[config.mk]
export PLATFORM = sky130hd
export DESIGN_NAME = wildcard_string_matcher_top
export DESIGN_NICKNAME = d
export VERILOG_FILES = /design/src/hw/rtl/wsm_pkg.sv /design/src/hw/rtl/wsm_closure.sv /design/src/hw/rtl/wsm_cfg.sv /design/src/hw/rtl/wsm_step.sv /design/src/hw/rtl/wildcard_string_matcher_top.sv
export SDC_FILE = /design/constraint.sdc
export NUM_CORES = 1
export LEC_CHECK = 0
export BUFFER_PORTS_ARGS = -buffer_cell sky130_fd_sc_hd__buf_4
export CORE_MARGIN = 3
export CORE_UTILIZATION = 45
export CTS_CLUSTER_DIAMETER = 120
export DETAILED_ROUTE_END_ITERATION = 10
export PLACE_DENSITY_LB_ADDON = 0.08
export SLEW_MARGIN = 10
export SYNTH_ARGS = -nofsm -noshare
export SYNTH_HDL_FRONTEND = slang
export SYNTH_SLANG_ARGS = --single-unit
[constraint.sdc]
create_clock -name clk -period 4.4 [get_ports clk]
set_input_delay 1.1 -clock clk [delete_from_list [all_inputs] [get_ports clk]]
set_output_delay 1.1 -clock clk [all_outputs]
set_load 0.01 [all_outputs]
[src/hw/rtl/wsm_pkg.sv]
// ----------------------------------------------------------------------------
// wsm_pkg
// shared constants and register codes of the wildcard string matcher
// ----------------------------------------------------------------------------
package wsm_pkg;

    localparam int BYTE_W                = 8;
    localparam int LEN_W                 = 6;
    localparam int CFG_DATA_W            = 64;
    localparam int CFG_INDEX_W           = 3;
    localparam int REG_BYTES             = 32;
    localparam int BYTES_PER_REG         = CFG_DATA_W / BYTE_W;
    localparam int MAX_PATTERN_BYTES_DEF = 32;

    localparam logic [BYTE_W-1:0] STAR_BYTE  = 8'h2A;
    localparam logic [BYTE_W-1:0] QUERY_BYTE = 8'h3F;

    // configuration register indexes
    typedef enum logic [CFG_INDEX_W-1:0] {
        REG_PATTERN_A = 3'd0,
        REG_PATTERN_B = 3'd1,
        REG_PATTERN_C = 3'd2,
        REG_PATTERN_D = 3'd3,
        REG_LENGTH    = 3'd4
    } cfg_reg_t;

endpackage

[src/hw/rtl/wsm_closure.sv]
// ----------------------------------------------------------------------------
// wsm_closure
// parallel prefix network that spreads active positions across star bytes
// ----------------------------------------------------------------------------
module wsm_closure
    import wsm_pkg::*;
#(
    parameter int N = MAX_PATTERN_BYTES_DEF + 1
)
(
    input  logic [N-1:0] gen,
    input  logic [N-2:0] prop,
    output logic [N-1:0] closed
);

    localparam int LEVELS = $clog2(N);

    logic [N-1:0] g_cur;
    logic [N-1:0] p_cur;
    logic [N-1:0] g_new;
    logic [N-1:0] p_new;

    // p_cur[j]: position j-1 hands its activity on to j
    always_comb
    begin
        g_cur = gen;
        p_cur = {prop, 1'b0};
        g_new = gen;
        p_new = {prop, 1'b0};
        for (int l = 0; l < LEVELS; l++)
        begin
            for (int j = 0; j < N; j++)
            begin
                if (j >= (1 << l))
                begin
                    g_new[j] = g_cur[j] | (p_cur[j] & g_cur[j - (1 << l)]);
                    p_new[j] = p_cur[j] & p_cur[j - (1 << l)];
                end
                else
                begin
                    g_new[j] = g_cur[j];
                    p_new[j] = 1'b0;
                end
            end
            g_cur = g_new;
            p_cur = p_new;
        end
        closed = g_cur;
    end

endmodule

[src/hw/rtl/wsm_cfg.sv]
// ----------------------------------------------------------------------------
// wsm_cfg
// pattern and length registers with per-position decode
// ----------------------------------------------------------------------------
module wsm_cfg
    import wsm_pkg::*;
#(
    parameter int MAX_PATTERN_BYTES = MAX_PATTERN_BYTES_DEF
)
(
    input  logic                              clk,
    input  logic                              rst_n,
    input  logic                              cfg_write,
    input  logic [CFG_INDEX_W-1:0]            cfg_index,
    input  logic [CFG_DATA_W-1:0]             cfg_data,
    output logic                              cfg_restart,
    output logic [MAX_PATTERN_BYTES*BYTE_W-1:0] pattern,
    output logic [MAX_PATTERN_BYTES-1:0]      star_pos,
    output logic [MAX_PATTERN_BYTES-1:0]      query_pos,
    output logic [MAX_PATTERN_BYTES-1:0]      in_use,
    output logic [MAX_PATTERN_BYTES:0]        end_pos
);

    localparam int P = MAX_PATTERN_BYTES;

    logic [LEN_W-1:0] length_reg;
    logic             known_index;
    logic             write_length;

    always_comb
    begin
        known_index  = 1'b0;
        write_length = 1'b0;
        unique case (cfg_reg_t'(cfg_index))
            REG_PATTERN_A, REG_PATTERN_B, REG_PATTERN_C, REG_PATTERN_D:
            begin
                known_index = 1'b1;
            end
            REG_LENGTH:
            begin
                known_index  = 1'b1;
                write_length = 1'b1;
            end
            default:
            begin
                known_index = 1'b0;
            end
        endcase
    end

    assign cfg_restart = cfg_write & known_index;

    always_ff @(posedge clk or negedge rst_n)
    begin
        if (!rst_n)
        begin
            length_reg <= '0;
        end
        else if (cfg_write && write_length)
        begin
            length_reg <= cfg_data[LEN_W-1:0];
        end
    end

    for (genvar pos = 0; pos < P; pos++)
    begin : g_pos
        if (pos < REG_BYTES)
        begin : g_stored
            localparam logic [CFG_INDEX_W-1:0] OWN_REG = CFG_INDEX_W'(pos / BYTES_PER_REG);
            localparam int BYTE_SEL = pos % BYTES_PER_REG;
            logic [BYTE_W-1:0] byte_reg;

            always_ff @(posedge clk or negedge rst_n)
            begin
                if (!rst_n)
                begin
                    byte_reg <= '0;
                end
                else if (cfg_write && (cfg_index == OWN_REG))
                begin
                    byte_reg <= cfg_data[BYTE_SEL*BYTE_W +: BYTE_W];
                end
            end

            assign pattern[pos*BYTE_W +: BYTE_W] = byte_reg;
        end
        else
        begin : g_unstored
            // no register bytes back these positions
            assign pattern[pos*BYTE_W +: BYTE_W] = '0;
        end

        // lengths above the capacity clamp, so pos < length is enough
        assign in_use[pos]    = ((LEN_W+1)'(pos) < {1'b0, length_reg});
        assign star_pos[pos]  = in_use[pos] & (pattern[pos*BYTE_W +: BYTE_W] == STAR_BYTE);
        assign query_pos[pos] = in_use[pos] & (pattern[pos*BYTE_W +: BYTE_W] == QUERY_BYTE);
    end

    // end position one-hot, empty for a zero length
    assign end_pos[0] = 1'b0;
    for (genvar j = 1; j <= P; j++)
    begin : g_end
        if (j < P)
        begin : g_exact
            assign end_pos[j] = ({1'b0, length_reg} == (LEN_W+1)'(j));
        end
        else
        begin : g_clamp
            assign end_pos[j] = ({1'b0, length_reg} >= (LEN_W+1)'(j));
        end
    end

endmodule

[src/hw/rtl/wsm_step.sv]
// ----------------------------------------------------------------------------
// wsm_step
// advances the active position vector by one subject byte
// ----------------------------------------------------------------------------
module wsm_step
    import wsm_pkg::*;
#(
    parameter int MAX_PATTERN_BYTES = MAX_PATTERN_BYTES_DEF
)
(
    input  logic [MAX_PATTERN_BYTES:0]          active,
    input  logic [BYTE_W-1:0]                   subject_byte,
    input  logic [MAX_PATTERN_BYTES*BYTE_W-1:0] pattern,
    input  logic [MAX_PATTERN_BYTES-1:0]        star_pos,
    input  logic [MAX_PATTERN_BYTES-1:0]        query_pos,
    input  logic [MAX_PATTERN_BYTES-1:0]        in_use,
    output logic [MAX_PATTERN_BYTES:0]          next_active
);

    localparam int P = MAX_PATTERN_BYTES;

    logic [P-1:0] stay;
    logic [P-1:0] advance;
    logic [P:0]   gen;

    for (genvar i = 0; i < P; i++)
    begin : g_pos
        // a star keeps its position, any other byte consumes one pattern byte
        assign stay[i]    = active[i] & star_pos[i];
        assign advance[i] = active[i] & in_use[i] & ~star_pos[i]
                          & (query_pos[i] | (pattern[i*BYTE_W +: BYTE_W] == subject_byte));
    end

    assign gen = {advance, 1'b0} | {1'b0, stay};

    wsm_closure #(
        .N (P + 1)
    ) u_closure (
        .gen    (gen),
        .prop   (star_pos),
        .closed (next_active)
    );

endmodule

[src/hw/rtl/wildcard_string_matcher_top.sv]
// ----------------------------------------------------------------------------
// wildcard_string_matcher_top
// streaming glob matcher of subject bytes against a configured pattern
// ----------------------------------------------------------------------------
// usage
//   input channel  in_valid / in_stall carries subject_byte and end_of_subject
//   output channel out_valid / out_stall carries matched and final_result,
//   one result transfer for every input transfer, in order
//   config port    cfg_write / cfg_index / cfg_data writes pattern bytes and
//   the length; any known write restarts the current subject
// throughput
//   one byte per cycle sustained while results are not stalled; a result passes
//   through the input register, then the result register; the combinational path is
//   the per-position byte compare followed by the star prefix network
// reset
//   pattern and length clear to zero, so nothing matches until configured;
//   the next byte starts a new subject
// stalls
//   a stalled result holds; the input register keeps taking one more byte,
//   then in_stall rises until the result transfer goes through
// ----------------------------------------------------------------------------
module wildcard_string_matcher_top
    import wsm_pkg::*;
#(
    parameter int MAX_PATTERN_BYTES = MAX_PATTERN_BYTES_DEF
)
(
    input  logic                   clk,
    input  logic                   rst_n,
    // input channel
    input  logic                   in_valid,
    output logic                   in_stall,
    input  logic [BYTE_W-1:0]      subject_byte,
    input  logic                   end_of_subject,
    // output channel
    output logic                   out_valid,
    input  logic                   out_stall,
    output logic                   matched,
    output logic                   final_result,
    // configuration
    input  logic                   cfg_write,
    input  logic [CFG_INDEX_W-1:0] cfg_index,
    input  logic [CFG_DATA_W-1:0]  cfg_data
);

    localparam int P = MAX_PATTERN_BYTES;

    // configuration view
    logic                   cfg_restart;
    logic [P*BYTE_W-1:0]    pattern;
    logic [P-1:0]           star_pos;
    logic [P-1:0]           query_pos;
    logic [P-1:0]           in_use;
    logic [P:0]             end_pos;

    // input register
    logic                   s1_valid_reg;
    logic                   s1_valid_next;
    logic [BYTE_W-1:0]      s1_byte_reg;
    logic                   s1_last_reg;

    // matcher state
    logic [P:0]             active_reg;
    logic [P:0]             active_next;
    logic                   restart_reg;
    logic                   restart_next;
    logic [P:0]             restart_vec;
    logic [P:0]             cur_active;
    logic [P:0]             step_active;

    // result register
    logic                   out_valid_reg;
    logic                   out_valid_next;
    logic                   matched_reg;
    logic                   final_reg;

    logic                   out_free;
    logic                   fire;
    logic                   in_transfer;

    wsm_cfg #(
        .MAX_PATTERN_BYTES (P)
    ) u_cfg (
        .clk         (clk),
        .rst_n       (rst_n),
        .cfg_write   (cfg_write),
        .cfg_index   (cfg_index),
        .cfg_data    (cfg_data),
        .cfg_restart (cfg_restart),
        .pattern     (pattern),
        .star_pos    (star_pos),
        .query_pos   (query_pos),
        .in_use      (in_use),
        .end_pos     (end_pos)
    );

    // start state: position 0 plus the run of leading stars
    wsm_closure #(
        .N (P + 1)
    ) u_restart (
        .gen    ((P+1)'(1)),
        .prop   (star_pos),
        .closed (restart_vec)
    );

    // a pending restart stands in for the stored vector
    assign cur_active = restart_reg ? restart_vec : active_reg;

    wsm_step #(
        .MAX_PATTERN_BYTES (P)
    ) u_step (
        .active       (cur_active),
        .subject_byte (s1_byte_reg),
        .pattern      (pattern),
        .star_pos     (star_pos),
        .query_pos    (query_pos),
        .in_use       (in_use),
        .next_active  (step_active)
    );

    // handshake: the result register frees when empty or when it transfers
    assign out_free    = !out_valid_reg || !out_stall;
    assign fire        = s1_valid_reg && out_free;
    assign in_stall    = s1_valid_reg && !out_free;
    assign in_transfer = in_valid && !in_stall;

    always_comb
    begin
        s1_valid_next  = in_transfer || (s1_valid_reg && !fire);
        out_valid_next = fire || (out_valid_reg && out_stall);
        active_next    = fire ? step_active : active_reg;
        restart_next   = restart_reg;
        if (fire)
        begin
            // the last byte of a subject arms a restart for the next one
            restart_next = s1_last_reg;
        end
        if (cfg_restart)
        begin
            restart_next = 1'b1;
        end
    end

    always_ff @(posedge clk or negedge rst_n)
    begin
        if (!rst_n)
        begin
            s1_valid_reg  <= 1'b0;
            out_valid_reg <= 1'b0;
            restart_reg   <= 1'b1;
            active_reg    <= '0;
        end
        else
        begin
            s1_valid_reg  <= s1_valid_next;
            out_valid_reg <= out_valid_next;
            restart_reg   <= restart_next;
            active_reg    <= active_next;
        end
    end

    // payload registers
    always_ff @(posedge clk)
    begin
        if (in_transfer)
        begin
            s1_byte_reg <= subject_byte;
            s1_last_reg <= end_of_subject;
        end
        if (fire)
        begin
            matched_reg <= |(step_active & end_pos);
            final_reg   <= s1_last_reg;
        end
    end

    assign out_valid    = out_valid_reg;
    assign matched      = matched_reg;
    assign final_result = final_reg;

endmodule

==> report_table.html <==
<table>
<tr><th>Metric</th><th>Value</th></tr>
<tr><th colspan="2">GRT</th></tr>
<tr><td>Via count of the first global-routing pass</td><td>17,899</td></tr>
<tr><td>Largest net degree at the start of global routing</td><td>99</td></tr>
<tr><td>Antenna violations before repair</td><td>0</td></tr>
<tr><td>Combined global-route utilization of all metal layers</td><td>32.6%</td></tr>
<tr><td>First-pass GRT wire length</td><td>114,000 µm</td></tr>
<tr><td>Leftover overflow at the end of global routing</td><td>0</td></tr>
<tr><th colspan="2">Synthesis</th></tr>
<tr><td>Count of synthesis-stage warnings from yosys</td><td>0</td></tr>
<tr><td>Syn Nets</td><td>2,044</td></tr>
<tr><td>Largest cells by area after synthesis</td><td>sky130_fd_sc_hd__dfrtp_1, sky130_fd_sc_hd__mux2_2, sky130_fd_sc_hd__xnor2_1, sky130_fd_sc_hd__nand2_1, sky130_fd_sc_hd__nand4_1</td></tr>
<tr><td>Synthesized area</td><td>19,500 µm²</td></tr>
<tr><td>Flops &amp; latches, synth</td><td>308</td></tr>
<tr><td>Proportion of synthesized area in mux cells</td><td>14.9%</td></tr>
<tr><td>Share of the yosys chip area belonging to registers</td><td>39.8%</td></tr>
<tr><td>Synth unique cells</td><td>99</td></tr>
<tr><td>Instance count of the mapped netlist</td><td>1,963</td></tr>
<tr><td>Fraction of registers with async set or reset after synthesis</td><td>96.4%</td></tr>
<tr><td>EDFF count, synth</td><td>11</td></tr>
<tr><td>Share of the synthesized area in compound gates (AO/OA/AOI/OAI)</td><td>11.6%</td></tr>
<tr><td>Most common flop cell mapped by yosys</td><td>sky130_fd_sc_hd__dfrtp_1</td></tr>
<tr><td>Post-synthesis share of cell area spent on full adders, half adders and majority gates</td><td>0%</td></tr>
<tr><td>XOR/XNOR share of the synthesized area</td><td>11.5%</td></tr>
<tr><td>Avg Synthesized Cell Area</td><td>9.94 µm²</td></tr>
<tr><td>Largest family of logic cells by synthesized area</td><td>simple AND/OR/NAND/NOR gates</td></tr>
<tr><td>Synthesized-area fraction occupied by and/or/nand/nor cells</td><td>19.6%</td></tr>
<tr><td>Post-synthesis cell type with the largest combined area</td><td>sky130_fd_sc_hd__dfrtp_1</td></tr>
<tr><td>Portion of synthesized cell area occupied by the leading cell type</td><td>38.0%</td></tr>
<tr><th colspan="2">Timing</th></tr>
<tr><td>Clock Skews</td><td>0.0271 ns</td></tr>
<tr><td>Unrepaired setup endpoints after global routing</td><td>true</td></tr>
<tr><td>Count of final max-slew check failures</td><td>0</td></tr>
<tr><td>Clock period minus final worst setup slack</td><td>4.42 ns</td></tr>
<tr><td>Setup violators final</td><td>1</td></tr>
<tr><td>Achievable Freq</td><td>226 MHz</td></tr>
<tr><td>Worst Max-Slew Pin Slew</td><td>1.07 ns</td></tr>
<tr><td>Post-Route Setup TNS</td><td>-0.0202 ns</td></tr>
<tr><td>Final worst-path cycle share</td><td>100%</td></tr>
<tr><td>Endpoints failing hold</td><td>0</td></tr>
<tr><td>Final worst setup slack</td><td>-0.0202 ns</td></tr>
<tr><td>WHS</td><td>0.467 ns</td></tr>
<tr><td>Worst relative slew slack</td><td>28.4%</td></tr>
<tr><th colspan="2">Finish</th></tr>
<tr><td>Final instance area</td><td>25,300 µm²</td></tr>
<tr><td>Layout overhead on the synthesized area</td><td>29.9%</td></tr>
<tr><td>Multi-input gate area</td><td>11,600 µm²</td></tr>
<tr><td># fillers</td><td>3,740</td></tr>
<tr><td>Fraction of the core area covered by cells at the end of the flow</td><td>59.7%</td></tr>
<tr><td>Number of nets in the layout</td><td>2,470</td></tr>
<tr><td>Flip-flop count of the largest register after layout</td><td>256</td></tr>
<tr><td>Number of standard cells in the final layout excluding fillers</td><td>2,995</td></tr>
<tr><td>Antenna diode count</td><td>0</td></tr>
<tr><td>Register cell area after layout</td><td>7770 µm²</td></tr>
<tr><td>Proportion of layout cells with a drive suffix above 1</td><td>37.3%</td></tr>
<tr><th colspan="2">Floorplan</th></tr>
<tr><td>Area of the core</td><td>42,400 µm²</td></tr>
<tr><td># rows</td><td>75</td></tr>
<tr><td>I/O pin cnt</td><td>85</td></tr>
<tr><td>Die X-Extent</td><td>214 µm</td></tr>
<tr><td>Die area</td><td>45,900 µm²</td></tr>
<tr><td>Initial standard-cell utilization of the core</td><td>46.0%</td></tr>
<tr><td>Die Y</td><td>214 µm</td></tr>
<tr><th colspan="2">Drt</th></tr>
<tr><td>Post-Route WL</td><td>75,800 µm</td></tr>
<tr><td>Routed wirelength normalized by instance count</td><td>25.3 µm</td></tr>
<tr><td>Drt first-iter violations</td><td>1,688</td></tr>
<tr><td>Vias per inst</td><td>6.02</td></tr>
<tr><td>Residual DRC count</td><td>0</td></tr>
<tr><td>Total iterations of the first detailed-routing run</td><td>5</td></tr>
<tr><td>Total number of vias</td><td>18,030</td></tr>
<tr><td>Antenna-violating nets left</td><td>0</td></tr>
<tr><th colspan="2">Setup path</th></tr>
<tr><td>Arrival @ worst endpoint</td><td>4.85 ns</td></tr>
<tr><td>Critical path class</td><td>reg -&gt; reg</td></tr>
<tr><td>Critical path cell sequence</td><td>or4_4 -&gt; or4_4 -&gt; nor3_4 -&gt; nand3_4 -&gt; buf_6 -&gt; o31a_1 -&gt; a211o_1 -&gt; a22oi_2 -&gt; a21oi_2 -&gt; o2111ai_2 -&gt; nand2_1 -&gt; buf_4 -&gt; o21ai_4 -&gt; a21oi_2 -&gt; o31ai_1 -&gt; a21o_1</td></tr>
<tr><td>Slowest cell delay on critical path</td><td>0.58 ns</td></tr>
<tr><td>Termination of the worst setup path</td><td>matched$_DFFE_PP_</td></tr>
<tr><td>CP Buf/Inv Count</td><td>2</td></tr>
<tr><td>Startpoint kind of the worst setup timing path</td><td>flip-flop</td></tr>
<tr><td>Category of the worst setup path capture point</td><td>flip-flop</td></tr>
<tr><td>Worst reg2reg startpoint</td><td>u_cfg.g_pos[3].g_stored.byte_reg[2]$_DFFE_PN0P_</td></tr>
<tr><td>Data required time at the worst endpoint</td><td>4.83 ns</td></tr>
<tr><td>Worst r2r dst</td><td>matched$_DFFE_PP_</td></tr>
<tr><td>CP max-delay cell</td><td>sky130_fd_sc_hd__or4_4</td></tr>
<tr><td>CP top delay family</td><td>simple AND/OR/NAND/NOR gates</td></tr>
<tr><td>Slack of the worst reg-to-reg path</td><td>-0.02 ns</td></tr>
<tr><td>Beginning of the critical path</td><td>u_cfg.g_pos[3].g_stored.byte_reg[2]$_DFFE_PN0P_</td></tr>
<tr><td>Cells on worst reg2reg path</td><td>16</td></tr>
<tr><td>Worst-path fanout max</td><td>7</td></tr>
<tr><td>Depth of the critical timing path with buffers and inverters included</td><td>16</td></tr>
<tr><th colspan="2">Clocking</th></tr>
<tr><td>Number of CTS-inserted buffers</td><td>38</td></tr>
<tr><td>Skew-Pair Late Insertion Delay</td><td>0.58 ns</td></tr>
<tr><td># clock sinks</td><td>308</td></tr>
<tr><td>CTS tree</td><td>yes</td></tr>
<tr><td>Hold-fix buffers, CTS</td><td>0</td></tr>
<tr><td>Max H-tree Level</td><td>2</td></tr>
<tr><td>Clock-pin slew on the worst setup and hold paths</td><td>0.06 ns</td></tr>
<tr><td>Longest Clk Path Bufs</td><td>3</td></tr>
<tr><td>Clock Root Buffer</td><td>sky130_fd_sc_hd__clkbuf_16</td></tr>
<tr><th colspan="2">Power</th></tr>
<tr><td>Internal power consumption</td><td>6.99 mW</td></tr>
<tr><td>Static leakage</td><td>10.2 nW</td></tr>
<tr><td>Sequential cell fraction of total power</td><td>39.5%</td></tr>
<tr><td>Switching share of total power</td><td>31.9%</td></tr>
<tr><td>PwrDens</td><td>405 nW/µm²</td></tr>
<tr><td>Portion of total power attributed to the clock network</td><td>33.3%</td></tr>
<tr><td>VDD IR-drop max</td><td>0.354 mV</td></tr>
<tr><td>Net switching component of the power</td><td>3.27 mW</td></tr>
<tr><td>Power after layout</td><td>10.3 mW</td></tr>
<tr><td>Fraction of power consumed by combinational cells</td><td>27.2%</td></tr>
<tr><th colspan="2">Min path</th></tr>
<tr><td>Hold Crit Class</td><td>reg -&gt; reg</td></tr>
<tr><th colspan="2">Place</th></tr>
<tr><td>Area post-placement</td><td>23,400 µm²</td></tr>
<tr><td>Final weighted congestion of routability-driven global placement</td><td>1.05</td></tr>
<tr><td>Number of instances in the placed design</td><td>2,899</td></tr>
<tr><td>Port Buffer Count</td><td>84</td></tr>
<tr><td>DP Wirelength</td><td>59,600 µm</td></tr>
<tr><td>Minimum setup slack after placement</td><td>-0.328 ns</td></tr>
<tr><th colspan="2">Outcome</th></tr>
<tr><td>Status</td><td>finished with violations</td></tr>
<tr><td>Failing checks</td><td>negative setup slack</td></tr>
<tr><th colspan="2">Flow run</th></tr>
<tr><td>Total of max-cap violations</td><td>0</td></tr>
</table>
power groups by stage:
stage / Sequential, mW / Clock [mW] / Combinational (mW)
after floorplan: 3.91 / 0 / 1.64
after global placement: 4.05 / 0 / 2.62
after detailed placement: 4.08 / 0 / 2.67
after CTS: 4.03 / 3.48 / 2.75
after global routing: 4.13 / 3.60 / 3.00
final: 4.05 / 3.42 / 2.79
final cells by class:
type / instances / share of cell area [%]
inverter: 22 / 0.326
clock buffer: 48 / 4.10
timing repair buffer: 478 / 14.9
sequential: 308 / 30.7
tap: 577 / 2.85
multi-input combinational: 1541 / 45.9
clock inverter: 21 / 1.29
cell usage after synthesis (38+ instances only):
cell                         n
sky130_fd_sc_hd__clkbuf_1   47
sky130_fd_sc_hd__o21ai_0    76
sky130_fd_sc_hd__nor2_1    150
sky130_fd_sc_hd__nand4_1    90
sky130_fd_sc_hd__nor4_1     41
sky130_fd_sc_hd__nand3_1    51
sky130_fd_sc_hd__a21oi_1    54
sky130_fd_sc_hd__dfrtp_1   296
sky130_fd_sc_hd__xnor2_1   216
sky130_fd_sc_hd__nand2_1   151
sky130_fd_sc_hd__buf_2      38
sky130_fd_sc_hd__xor2_1     40
sky130_fd_sc_hd__nor3_1     54
sky130_fd_sc_hd__mux2_2    258
cells in the final DEF (no fill, tap or decap), types with 7 or more instances in the layout:
cell type and count:
sky130_fd_sc_hd__a21o_1 8, sky130_fd_sc_hd__o21ai_0 69, sky130_fd_sc_hd__dfrtp_1 291, sky130_fd_sc_hd__nand2b_1 10
sky130_fd_sc_hd__and2_1 14, sky130_fd_sc_hd__and4_1 7, sky130_fd_sc_hd__a31oi_1 11, sky130_fd_sc_hd__mux2_2 258
sky130_fd_sc_hd__nor4_1 35, sky130_fd_sc_hd__or2_2 11, sky130_fd_sc_hd__nand4_1 90, sky130_fd_sc_hd__buf_12 14
sky130_fd_sc_hd__nor2_1 147, sky130_fd_sc_hd__o211ai_1 9, sky130_fd_sc_hd__o21ai_1 10, sky130_fd_sc_hd__and3_1 20
sky130_fd_sc_hd__nor2b_1 17, sky130_fd_sc_hd__xnor2_1 216, sky130_fd_sc_hd__a22oi_1 12, sky130_fd_sc_hd__clkbuf_16 38
sky130_fd_sc_hd__nor4b_1 7, sky130_fd_sc_hd__edfxtp_1 11, sky130_fd_sc_hd__nor4_4 10, sky130_fd_sc_hd__nand2_1 150
sky130_fd_sc_hd__o31ai_1 17, sky130_fd_sc_hd__nand3_1 51, sky130_fd_sc_hd__nor4bb_1 10, sky130_fd_sc_hd__a21oi_1 50
sky130_fd_sc_hd__inv_1 22, sky130_fd_sc_hd__xor2_1 40, sky130_fd_sc_hd__or3_1 21, sky130_fd_sc_hd__bufinv_16 7
sky130_fd_sc_hd__buf_4 459, sky130_fd_sc_hd__a21oi_2 7, sky130_fd_sc_hd__or4_4 7, sky130_fd_sc_hd__nor3_1 52
worst min-delay path by stage:
| stage | from | end | slack (ns) | cells past startpoint |
|---|---|---|---|---|
| 2_1_floorplan | s1_last_reg$_DFFE_PP_ | final_result$_DFFE_PP_ | 0.43 | 0 |
| 3_3_place_gp | active_reg[23]$_DFFE_PN0P_ | active_reg[23]$_DFFE_PN0P_ | 0.45 | 2 |
| 3_5_place_dp | active_reg[20]$_DFFE_PN0P_ | active_reg[20]$_DFFE_PN0P_ | 0.46 | 2 |
| 4_1_cts | active_reg[23]$_DFFE_PN0P_ | active_reg[23]$_DFFE_PN0P_ | 0.48 | 2 |
| 5_1_grt | active_reg[23]$_DFFE_PN0P_ | active_reg[23]$_DFFE_PN0P_ | 0.49 | 2 |
| 6_report | active_reg[23]$_DFFE_PN0P_ | active_reg[23]$_DFFE_PN0P_ | 0.47 | 2 |
kinds of logic after synthesis:
| logic type | count (synthesis) |
|---|---|
| muxes | 258 |
| buffers and inverters | 114 |
| DFF | 308 |
| xor gates and xnor gates | 256 |
| and+or+nand+nor | 708 |
| AOI/OAI and AO/OA | 319 |
worst reg2reg max path, delay by kind of cell, from the launching register on:
family / cells / cell delay [ns]
flip-flops: 1 / 0.38
AND/OR/NAND/NOR: 5 / 1.77
buffers and inverters: 2 / 0.36
AO/OA/AOI/OAI: 9 / 1.76
per-layer routing:
metal | GRT usage (%) | vias up | share of wire (%)
li1 | - | 8097 | -
met1 | 45.6 | 9001 | 44
met2 | 51.0 | 736 | 45
met3 | 5.65 | 196 | 7.3
met4 | 11.9 | 0 | 4.0
met5 | 0 | - | 0
what timing repair did:
action / in CTS / in global routing
pin swaps: 15 / 13
setup endpoints to repair: 6 / 6
gates resized for setup: 49 / 33
buffers inserted: 23 / 4
No activity file was read; power rests on OpenSTA's default activity.
